--- src/rtl/core/utf8_to_utf16_truncating_decoder_top_macros.svh ---
// ----------------------------------------------------------------------------
// UTF-8 to UTF-16 decoder assertion macros
// Shared concurrent assertion forms; empty when SYNTH is defined.
// ----------------------------------------------------------------------------
`ifndef UTF8_TO_UTF16_TRUNCATING_DECODER_TOP_MACROS_SVH
`define UTF8_TO_UTF16_TRUNCATING_DECODER_TOP_MACROS_SVH

`ifndef SYNTH
// same-cycle implication
`define U8U16_ASSERT_NOW(label, clk, rst, ante, cons) \
  label: assert property (@(posedge clk) disable iff (rst) (ante) |-> (cons)) \
    else $error("u8u16 assertion failed");
// next-cycle implication
`define U8U16_ASSERT_NEXT(label, clk, rst, ante, cons) \
  label: assert property (@(posedge clk) disable iff (rst) (ante) |=> (cons)) \
    else $error("u8u16 assertion failed");
`else
`define U8U16_ASSERT_NOW(label, clk, rst, ante, cons)
`define U8U16_ASSERT_NEXT(label, clk, rst, ante, cons)
`endif

`endif

--- src/rtl/core/u8u16_pkg.sv ---
// ----------------------------------------------------------------------------
// u8u16_pkg
// Types, constants and helpers shared by the UTF-8 to UTF-16 decoder.
// ----------------------------------------------------------------------------
package u8u16_pkg;

  localparam int MAX_BURST = 4;

  localparam logic [15:0] REPL_UNIT  = 16'hFFFD;
  localparam logic [15:0] HI_SURR    = 16'hD800;
  localparam logic [15:0] LO_SURR    = 16'hDC00;
  localparam logic [20:0] SUPP_BASE  = 21'h10000;
  localparam logic [20:0] BMP_MAX    = 21'h0FFFF;

  // All results caused by one input byte.
  typedef struct packed {
    logic [2:0]                 n;
    logic                       done;   // last slot is the done result
    logic [MAX_BURST-1:0][15:0] unit;
    logic [MAX_BURST-1:0][4:0]  count;
  } burst_t;

  function automatic burst_t add_unit(burst_t bu, logic [15:0] u, logic [4:0] c);
    burst_t r;
    r = bu;
    r.unit[bu.n[1:0]]  = u;
    r.count[bu.n[1:0]] = c;
    r.n = bu.n + 3'd1;
    return r;
  endfunction

endpackage

--- src/rtl/core/u8u16_front.sv ---
// ----------------------------------------------------------------------------
// u8u16_front
// Accepts UTF-8 bytes, tracks the decode state and builds a result burst.
// ----------------------------------------------------------------------------
module u8u16_front import u8u16_pkg::*; #(
  parameter int MAX_UNITS = 31
) (
  input  logic       clk,
  input  logic       rst,
  input  logic       in_valid,
  input  logic [7:0] in_byte,
  input  logic       q_full,
  output logic       in_ready,
  output logic       push,
  output burst_t     burst
);

  localparam int UW = $clog2(MAX_UNITS + 1);
  localparam logic [UW-1:0] CAP      = UW'(MAX_UNITS);
  localparam logic [UW-1:0] CAP_PAIR = UW'(MAX_UNITS - 2);

  logic [20:0]   partial_code, partial_code_next;
  logic [1:0]    bytes_expected, bytes_expected_next;
  logic [1:0]    bytes_held, bytes_held_next;
  logic [UW-1:0] units_emitted, units_emitted_next;
  logic          halted, halted_next;

  logic          accept;
  logic          is_cont;
  logic          stop;
  logic [20:0]   cp;
  logic [20:0]   sup;
  logic [1:0]    held;
  burst_t        bst;

  assign in_ready = !q_full;
  assign accept   = in_valid && in_ready;
  assign is_cont  = (in_byte[7:6] == 2'b10);

  always_comb begin
    bst                 = '0;
    partial_code_next   = partial_code;
    bytes_expected_next = bytes_expected;
    bytes_held_next     = bytes_held;
    units_emitted_next  = units_emitted;
    halted_next         = halted;
    stop                = 1'b0;
    held                = bytes_held;
    cp                  = '0;
    sup                 = '0;

    // flush pending bytes: terminator or bad continuation
    if (!halted && bytes_expected != 2'd0 && (in_byte == 8'd0 || !is_cont)) begin
      partial_code_next   = '0;
      bytes_expected_next = '0;
      bytes_held_next     = '0;
      units_emitted_next  = units_emitted_next + UW'(1);
      bst = add_unit(bst, REPL_UNIT, 5'(units_emitted_next));
      for (int k = 0; k < 2; k++) begin
        if (!stop && 2'(k) < held) begin
          if (units_emitted_next >= CAP) begin
            halted_next = 1'b1;
            stop        = 1'b1;
          end else begin
            units_emitted_next = units_emitted_next + UW'(1);
            bst = add_unit(bst, REPL_UNIT, 5'(units_emitted_next));
          end
        end
      end
    end

    // continuation byte: gather bits, complete the character
    if (in_byte != 8'd0 && !halted && bytes_expected != 2'd0 && is_cont) begin
      partial_code_next   = {partial_code[14:0], in_byte[5:0]};
      bytes_expected_next = bytes_expected - 2'd1;
      bytes_held_next     = bytes_held + 2'd1;
      if (bytes_expected == 2'd1) begin
        cp                  = partial_code_next;
        partial_code_next   = '0;
        bytes_held_next     = '0;
        if (cp <= BMP_MAX) begin
          units_emitted_next = units_emitted_next + UW'(1);
          bst = add_unit(bst, cp[15:0], 5'(units_emitted_next));
        end else if (units_emitted_next > CAP_PAIR) begin
          halted_next = 1'b1;
        end else begin
          // high surrogate keeps all eleven offset bits; the 16-bit sum never overflows
          sup = cp - SUPP_BASE;
          units_emitted_next = units_emitted_next + UW'(1);
          bst = add_unit(bst, HI_SURR + {5'd0, sup[20:10]}, 5'(units_emitted_next));
          units_emitted_next = units_emitted_next + UW'(1);
          bst = add_unit(bst, LO_SURR + {6'd0, sup[9:0]}, 5'(units_emitted_next));
        end
      end
    end

    // lead byte
    if (in_byte != 8'd0 && !halted_next && (bytes_expected == 2'd0 || !is_cont)) begin
      if (units_emitted_next >= CAP) begin
        halted_next = 1'b1;
      end else if (!in_byte[7]) begin
        units_emitted_next = units_emitted_next + UW'(1);
        bst = add_unit(bst, {8'd0, in_byte}, 5'(units_emitted_next));
      end else if (in_byte[7:5] == 3'b110) begin
        partial_code_next   = {16'd0, in_byte[4:0]};
        bytes_expected_next = 2'd1;
      end else if (in_byte[7:4] == 4'b1110) begin
        partial_code_next   = {17'd0, in_byte[3:0]};
        bytes_expected_next = 2'd2;
      end else if (in_byte[7:3] == 5'b11110) begin
        partial_code_next   = {18'd0, in_byte[2:0]};
        bytes_expected_next = 2'd3;
      end else begin
        units_emitted_next = units_emitted_next + UW'(1);
        bst = add_unit(bst, REPL_UNIT, 5'(units_emitted_next));
      end
    end

    // terminator: done result, then start a new name
    if (in_byte == 8'd0) begin
      bst = add_unit(bst, 16'd0, 5'(units_emitted_next));
      bst.done            = 1'b1;
      partial_code_next   = '0;
      bytes_expected_next = '0;
      bytes_held_next     = '0;
      units_emitted_next  = '0;
      halted_next         = 1'b0;
    end
  end

  assign burst = bst;
  assign push  = accept && (bst.n != 3'd0);

  always_ff @(posedge clk) begin
    if (rst) begin
      partial_code   <= '0;
      bytes_expected <= '0;
      bytes_held     <= '0;
      units_emitted  <= '0;
      halted         <= 1'b0;
    end else if (accept) begin
      partial_code   <= partial_code_next;
      bytes_expected <= bytes_expected_next;
      bytes_held     <= bytes_held_next;
      units_emitted  <= units_emitted_next;
      halted         <= halted_next;
    end
  end

endmodule

--- src/rtl/core/u8u16_queue.sv ---
// ----------------------------------------------------------------------------
// u8u16_queue
// Two-entry burst queue between the decode front and the output back.
// ----------------------------------------------------------------------------
module u8u16_queue import u8u16_pkg::*; (
  input  logic   clk,
  input  logic   rst,
  input  logic   push,
  input  burst_t push_burst,
  input  logic   pop,
  output logic   full,
  output logic   head_valid,
  output burst_t head
);

  burst_t     slot [2];
  logic       wr_ptr;
  logic       rd_ptr;
  logic [1:0] count;

  assign full       = (count == 2'd2);
  assign head_valid = (count != 2'd0);
  assign head       = slot[rd_ptr];

  always_ff @(posedge clk) begin
    if (push) begin
      slot[wr_ptr] <= push_burst;
    end
  end

  always_ff @(posedge clk) begin
    if (rst) begin
      wr_ptr <= 1'b0;
      rd_ptr <= 1'b0;
      count  <= '0;
    end else begin
      if (push) begin
        wr_ptr <= !wr_ptr;
      end
      if (pop) begin
        rd_ptr <= !rd_ptr;
      end
      count <= count + {1'b0, push} - {1'b0, pop};
    end
  end

endmodule

--- src/rtl/core/u8u16_back.sv ---
// ----------------------------------------------------------------------------
// u8u16_back
// Walks each burst one result per cycle into the output register while out_ready allows.
// ----------------------------------------------------------------------------
`include "utf8_to_utf16_truncating_decoder_top_macros.svh"

module u8u16_back import u8u16_pkg::*; (
  input  logic        clk,
  input  logic        rst,
  input  logic        head_valid,
  input  burst_t      head,
  output logic        pop,
  input  logic        out_ready,
  output logic        out_valid,
  output logic [15:0] out_unit,
  output logic [4:0]  out_count,
  output logic        out_unit_valid,
  output logic        out_done,
  output logic        out_last
);

  burst_t     cur;
  logic       cur_active;
  logic [1:0] idx;
  logic       cur_last;
  logic       load;

  assign cur_last = ({1'b0, idx} + 3'd1 == cur.n);
  assign load     = cur_active && (!out_valid || out_ready);
  assign pop      = head_valid && (!cur_active || (load && cur_last));

  always_ff @(posedge clk) begin
    if (rst) begin
      cur_active <= 1'b0;
      idx        <= '0;
    end else if (pop) begin
      cur_active <= 1'b1;
      idx        <= '0;
    end else if (load && cur_last) begin
      cur_active <= 1'b0;
    end else if (load) begin
      idx <= idx + 2'd1;
    end
  end

  always_ff @(posedge clk) begin
    if (pop) begin
      cur <= head;
    end
  end

  always_ff @(posedge clk) begin
    if (rst) begin
      out_valid <= 1'b0;
    end else if (load) begin
      out_valid <= 1'b1;
    end else if (out_ready) begin
      out_valid <= 1'b0;
    end
  end

  always_ff @(posedge clk) begin
    if (load) begin
      out_unit       <= cur.unit[idx];
      out_count      <= cur.count[idx];
      out_last       <= cur_last;
      out_done       <= cur.done && cur_last;
      out_unit_valid <= !(cur.done && cur_last);
    end
  end

  `U8U16_ASSERT_NOW(done_is_last, clk, rst, out_valid && out_done, out_last && !out_unit_valid)
  `U8U16_ASSERT_NEXT(burst_no_gap, clk, rst, out_valid && out_ready && !out_last, out_valid)
  `U8U16_ASSERT_NOW(no_empty_burst, clk, rst, cur_active, cur.n != 3'd0)

endmodule

--- src/rtl/core/utf8_to_utf16_truncating_decoder_top.sv ---
// ----------------------------------------------------------------------------
// utf8_to_utf16_truncating_decoder_top
// UTF-8 name bytes in, capped UTF-16 code units and a done result out.
// ----------------------------------------------------------------------------
//
//  channel  dir  tdata                               tuser                  tlast
//  s_*      in   [7:0] in_byte                       -                      -
//  m_*      out  [15:0] code_unit, [20:16] count     [0] valid, [1] done    last_of_run
//
// Throughput is one byte per cycle while each byte causes at most one result and
// m_tready stays high. A byte causing k results (up to four) holds the output
// until all k are sent; the two-entry burst queue absorbs that, and s_tready
// drops only when it fills. Bursts pass a queue slot, then the back's cur register.
// rst is synchronous, active high, and returns the decoder to a fresh name.
// Bytes that cause no result (halted, or a lead/continuation in progress)
// never enter the queue.
// ----------------------------------------------------------------------------
module utf8_to_utf16_truncating_decoder_top import u8u16_pkg::*; #(
  parameter int MAX_UNITS = 31
) (
  input  logic        clk,
  input  logic        rst,
  // slave side
  input  logic        s_tvalid,
  output logic        s_tready,
  input  logic [7:0]  s_tdata,   // [7:0] in_byte
  // master side
  output logic        m_tvalid,
  input  logic        m_tready,
  output logic [23:0] m_tdata,   // [15:0] code_unit, [20:16] unit_count, [23:21] zero
  output logic [1:0]  m_tuser,   // [0] unit_valid, [1] name_done
  output logic        m_tlast    // last_of_run
);

  logic        q_full;
  logic        push;
  burst_t      push_burst;
  logic        pop;
  logic        head_valid;
  burst_t      head;

  logic [15:0] out_unit;
  logic [4:0]  out_count;
  logic        out_unit_valid;
  logic        out_done;

  // Decode each accepted transaction into a burst of results.
  u8u16_front #(
    .MAX_UNITS (MAX_UNITS)
  ) u_front (
    .clk      (clk),
    .rst      (rst),
    .in_valid (s_tvalid),
    .in_byte  (s_tdata),
    .q_full   (q_full),
    .in_ready (s_tready),
    .push     (push),
    .burst    (push_burst)
  );

  // Hold bursts so the front keeps taking bytes while results drain.
  u8u16_queue u_queue (
    .clk        (clk),
    .rst        (rst),
    .push       (push),
    .push_burst (push_burst),
    .pop        (pop),
    .full       (q_full),
    .head_valid (head_valid),
    .head       (head)
  );

  // Advance through each burst, one output transaction per cycle while m_tready allows.
  u8u16_back u_back (
    .clk            (clk),
    .rst            (rst),
    .head_valid     (head_valid),
    .head           (head),
    .pop            (pop),
    .out_ready      (m_tready),
    .out_valid      (m_tvalid),
    .out_unit       (out_unit),
    .out_count      (out_count),
    .out_unit_valid (out_unit_valid),
    .out_done       (out_done),
    .out_last       (m_tlast)
  );

  // Pack result fields onto the stream.
  assign m_tdata = {3'd0, out_count, out_unit};
  assign m_tuser = {out_done, out_unit_valid};

endmodule
--- config.mk ---
export PLATFORM = sky130hd
export DESIGN_NAME = utf8_to_utf16_truncating_decoder_top
export DESIGN_NICKNAME = d
export VERILOG_FILES = /design/src/rtl/core/u8u16_pkg.sv /design/src/rtl/core/u8u16_front.sv /design/src/rtl/core/u8u16_queue.sv /design/src/rtl/core/u8u16_back.sv /design/src/rtl/core/utf8_to_utf16_truncating_decoder_top.sv
export VERILOG_INCLUDE_DIRS = /design/src /design/src/rtl/core
export SDC_FILE = /design/constraint.sdc
export NUM_CORES = 1
export LEC_CHECK = 0
export BUFFER_PORTS_ARGS = -buffer_cell sky130_fd_sc_hd__buf_2
export CORE_ASPECT_RATIO = 0.6
export CORE_MARGIN = 2
export CORE_UTILIZATION = 55
export DETAILED_ROUTE_END_ITERATION = 10
export GPL_TIMING_DRIVEN = 0
export PLACE_DENSITY_LB_ADDON = 0.1
export SLEW_MARGIN = 0
export SYNTH_ARGS = -nofsm -noshare
export SYNTH_HDL_FRONTEND = slang
export SYNTH_SLANG_ARGS = --single-unit
--- constraint.sdc ---
create_clock -name clk -period 39.8 [get_ports clk]
set_input_delay 1.99 -clock clk [delete_from_list [all_inputs] [get_ports clk]]
set_output_delay 1.99 -clock clk [all_outputs]
set_load 0.005 [all_outputs]
==> results by group <==
Status
  – Status: completed

Worst setup path
  – Cell depth of the worst flop-to-flop path: 40
  – Slowest stage delay, CP: 0.72 ns
  – Crit-path most repeated cell: ha_1
  – Worst reg2reg endpoint: u_queue.slot[1][45]
  – Critical path required time: 40.06 ns
  – Reg2Reg Launch Point: u_front.units_emitted[0]
  – Worst R2R Setup Slack: 27.00 ns
  – WP data arrival: 13.05 ns
  – Startpoint Class: register
  – Crit Path Max Fanout: 45
  – Setup CP Type: reg -> reg
  – CP Capture Type: register
  – CP max-delay cell: mux2i_1

Synthesis
  – Main flop type after synthesis: edfxtp_1
  – Synth cell types: 84
  – Post-synth EDFFs: 288
  – Mapped Avg Cell Area: 11.8 um^2
  – Synth top area share: 51.8%
  – Biggest area consumer among synthesized cells: edfxtp_1
  – Most common cell in the netlist: edfxtp_1
  – Register area share after synthesis: 55.8%
  – Synthesized cell area: 0.0167 mm^2
  – Post-synth top cells: 288 x edfxtp_1, 117 x nand2_1, 114 x a21oi_1, 99 x nor2_1, 94 x mux2_2
  – Synth top area cells: edfxtp_1 52%, mux2_2 6.3%, dfxtp_1 4.0%
  – #FFs+latches synth: 321
  – Ys async rst share: 0%
  – Synthesized instance count: 1419
  – Warnings from Yosys: 0

GRT
  – Gr usage total: 33.7%
  – Total congestion overflow: 0
  – Largest net degree at the start of global routing: 46
  – Antenna violations before repair: 0
  – Vias in the first global route: 11800
  – Global-route wire length before repair: 78800 um

STA
  – RSZ-0062 raised after global routing: false
  – Final worst setup slack: 27.00 ns
  – Worst-margin pin slew: 1.42 ns
  – Fmax: 78.1 MHz
  – Hold Slack: 0.494 ns
  – Setup tns final: 0 ns
  – Final Cycle Share: 32.2%
  – Max-slew violation count: 0
  – Slew Limit Headroom: 4.51%
  – Count of final setup violators: 0
  – Final Hold Fails: 0
  – Final Skew: 0.0195 ns
  – Fin crit period: 12.80 ns

CTS
  – Clk sinks: 321
  – Total CTS buffers: 28
  – Post_cts resized: 0
  – # Post-CTS Setup Buffers: 0
  – Skew-Pair Late Insertion Delay: 0.58 ns
  – Cts hold-fix bufs: 0
  – Max Root-Sink Buffers: 3
  – Clock slew at reported path FFs: 0.06 ns
  – CTS tree: built
  – Root Driver: clkbuf_16
  – CTS H-tree lvls: 1

Cells and area
  – Filler instances: 2359
  – Nets: 1539
  – Layout area overhead: 10.9%
  – N_diodes: 0
  – Share of post-route cells with drive strength above 1: 16.8%

Floorplan
  – Die area: 0.0318 mm^2
  – FP Rows: 49
  – Starting Density: 55.8%
  – Num ports: 41
  – Core ar.: 0.0299 mm^2
  – Die Ht: 139 um
  – DIE WIDTH: 229 um

Run
  – MaxCap Viol Count: 0

Power and ir drop
  – Final Power: 0.00104 W
  – LEAKAGE: 6.25 nW
  – Worst VDD drop: 0.0497 mV
  – Cell Pwr Density: 56.3 mW/mm^2

Min path
  – Hold Crit Class: reg -> reg
  – Worst Hold Depth: 2
  – WHS Endpoint: u_front.bytes_expected[1]
  – Hold_sp: u_front.bytes_expected[1]

Routing
  – DRC viols: 0
  – Antenna-violating nets left: 0
  – Pre-antenna DRT Iters: 6
  – WL final: 53500 um
  – Routed WL per cell: 27.8 um
  – First DRT Iteration DRCs: 1999
  – Vias/cell: 6.63
  – DR vias: 12800

Place
  – PortBufs: 35
  – Worst slack at placement: 27.54 ns
  – HPWL Detailed: 39700 um
  – GP Congestion: 1.05
==> sequential cells by signal, indices dropped and copies added, names as in the netlist <==
signal / flops
u_back.out_unit: 16
u_front.bytes_held: 2
u_front.bytes_expected: 2
u_queue.count: 2
u_queue.rd_ptr: 1
u_back.out_done: 1
u_front.units_emitted: 5
u_back.out_last: 1
u_back.idx: 2
u_queue.wr_ptr: 1
u_front.partial_code: 15
u_back.cur_active: 1
u_front.halted: 1
u_back.out_valid: 1
u_back.out_count: 5
u_queue.slot: 176
u_back.out_unit_valid: 1
u_back.cur: 88
==> cell usage in the layout (no fill, tap or decap), types with 29 or more instances in the layout <==
cell,netlist,routed
a21oi_1,114,113
buf_2,12,47
clkbuf_1,76,85
dfxtp_1,33,33
edfxtp_1,288,288
ha_1,33,33
inv_1,43,43
mux2_2,94,94
nand2_1,117,117
nand3_1,29,29
nor2_1,99,98
o21ai_0,68,68
==> worst max-delay path: cells and delay by family, from the launching register on <==
kind | cells | cell delay [ns]
AOI/OAI and AO/OA | 12 | 4.43
adders and majority gates | 8 | 2.56
xor gates and xnor gates | 1 | 0.20
and+or+nand+nor | 8 | 1.74
buffers and inverters | 10 | 2.28
DFF | 1 | 0.40
muxes | 1 | 0.72
==> logic make-up (layout without fill, tap and decap cells) <==
logic type | count (synthesis) | in the layout | share of synthesized area (%)
AOI/OAI and AO/OA | 398 | 398 | 16.2
and+or+nand+nor | 354 | 354 | 10.1
DFF | 321 | 321 | 55.8
buffers and inverters | 155 | 249 | 3.94
muxes | 124 | 124 | 9.72
adders and majority gates | 33 | 33 | 2.48
xor gates and xnor gates | 33 | 33 | 1.73
other | 1 | 4 | 0.0225
==> power breakdown <==
group / internal [W] / switching, W
clock: 0.000153 / 0.000122
sequential: 0.000472 / 0.0000218
combinational: 0.000103 / 0.000169
==> area by class of cell <==
class	count	area, um^2	share of cell area [%]
Multi-Input combinational cell	946	6750	36.5
Inverter	44	165	0.893
Tap cell	408	510	2.76
Sequential cell	321	9310	50.3
Buffer	111	492	2.66
Clock buffer	38	748	4.05
Clock inverter	14	183	0.988
Timing Repair Buffer	42	330	1.79
==> how the worst max path moves through the flow <==
stage	start	endpoint	slack [ns]	cells past startpoint
floorplan	u_front.units_emitted[0]	u_queue.slot[0][0]	27.35	40
global placement	u_front.units_emitted[0]	u_queue.slot[0][61]	22.43	40
detailed placement	u_front.units_emitted[0]	u_queue.slot[1][59]	27.54	40
global route	u_front.units_emitted[1]	u_queue.slot[1][45]	26.45	38
finish	u_front.units_emitted[0]	u_queue.slot[1][45]	27.00	40
CTS	u_front.units_emitted[0]	u_queue.slot[1][59]	27.46	40
==> per-stage QoR <==
| stage | std cells | util (%) | instance area, um^2 |
|---|---|---|---|
| finish | 1924 | 61.8 | 18500 |
| global route | 1924 | 61.8 | 18500 |
| floorplan | 1422 | - | 16700 |
| global placement | 1865 | 58.1 | 17400 |
| detailed placement | 1872 | 58.7 | 17600 |
| CTS | 1924 | 61.8 | 18500 |
==> metal layers <==
layer / track usage [%] / share of wire (%) / up-vias
li1: - / - / 5572
met1: 55.9 / 48 / 6400
met2: 44.1 / 39 / 743
met3: 9.29 / 12 / 47
met4: 5.16 / 1.2 / 0
met5: 0 / 0 / -
(Power assumes the default switching activity.)
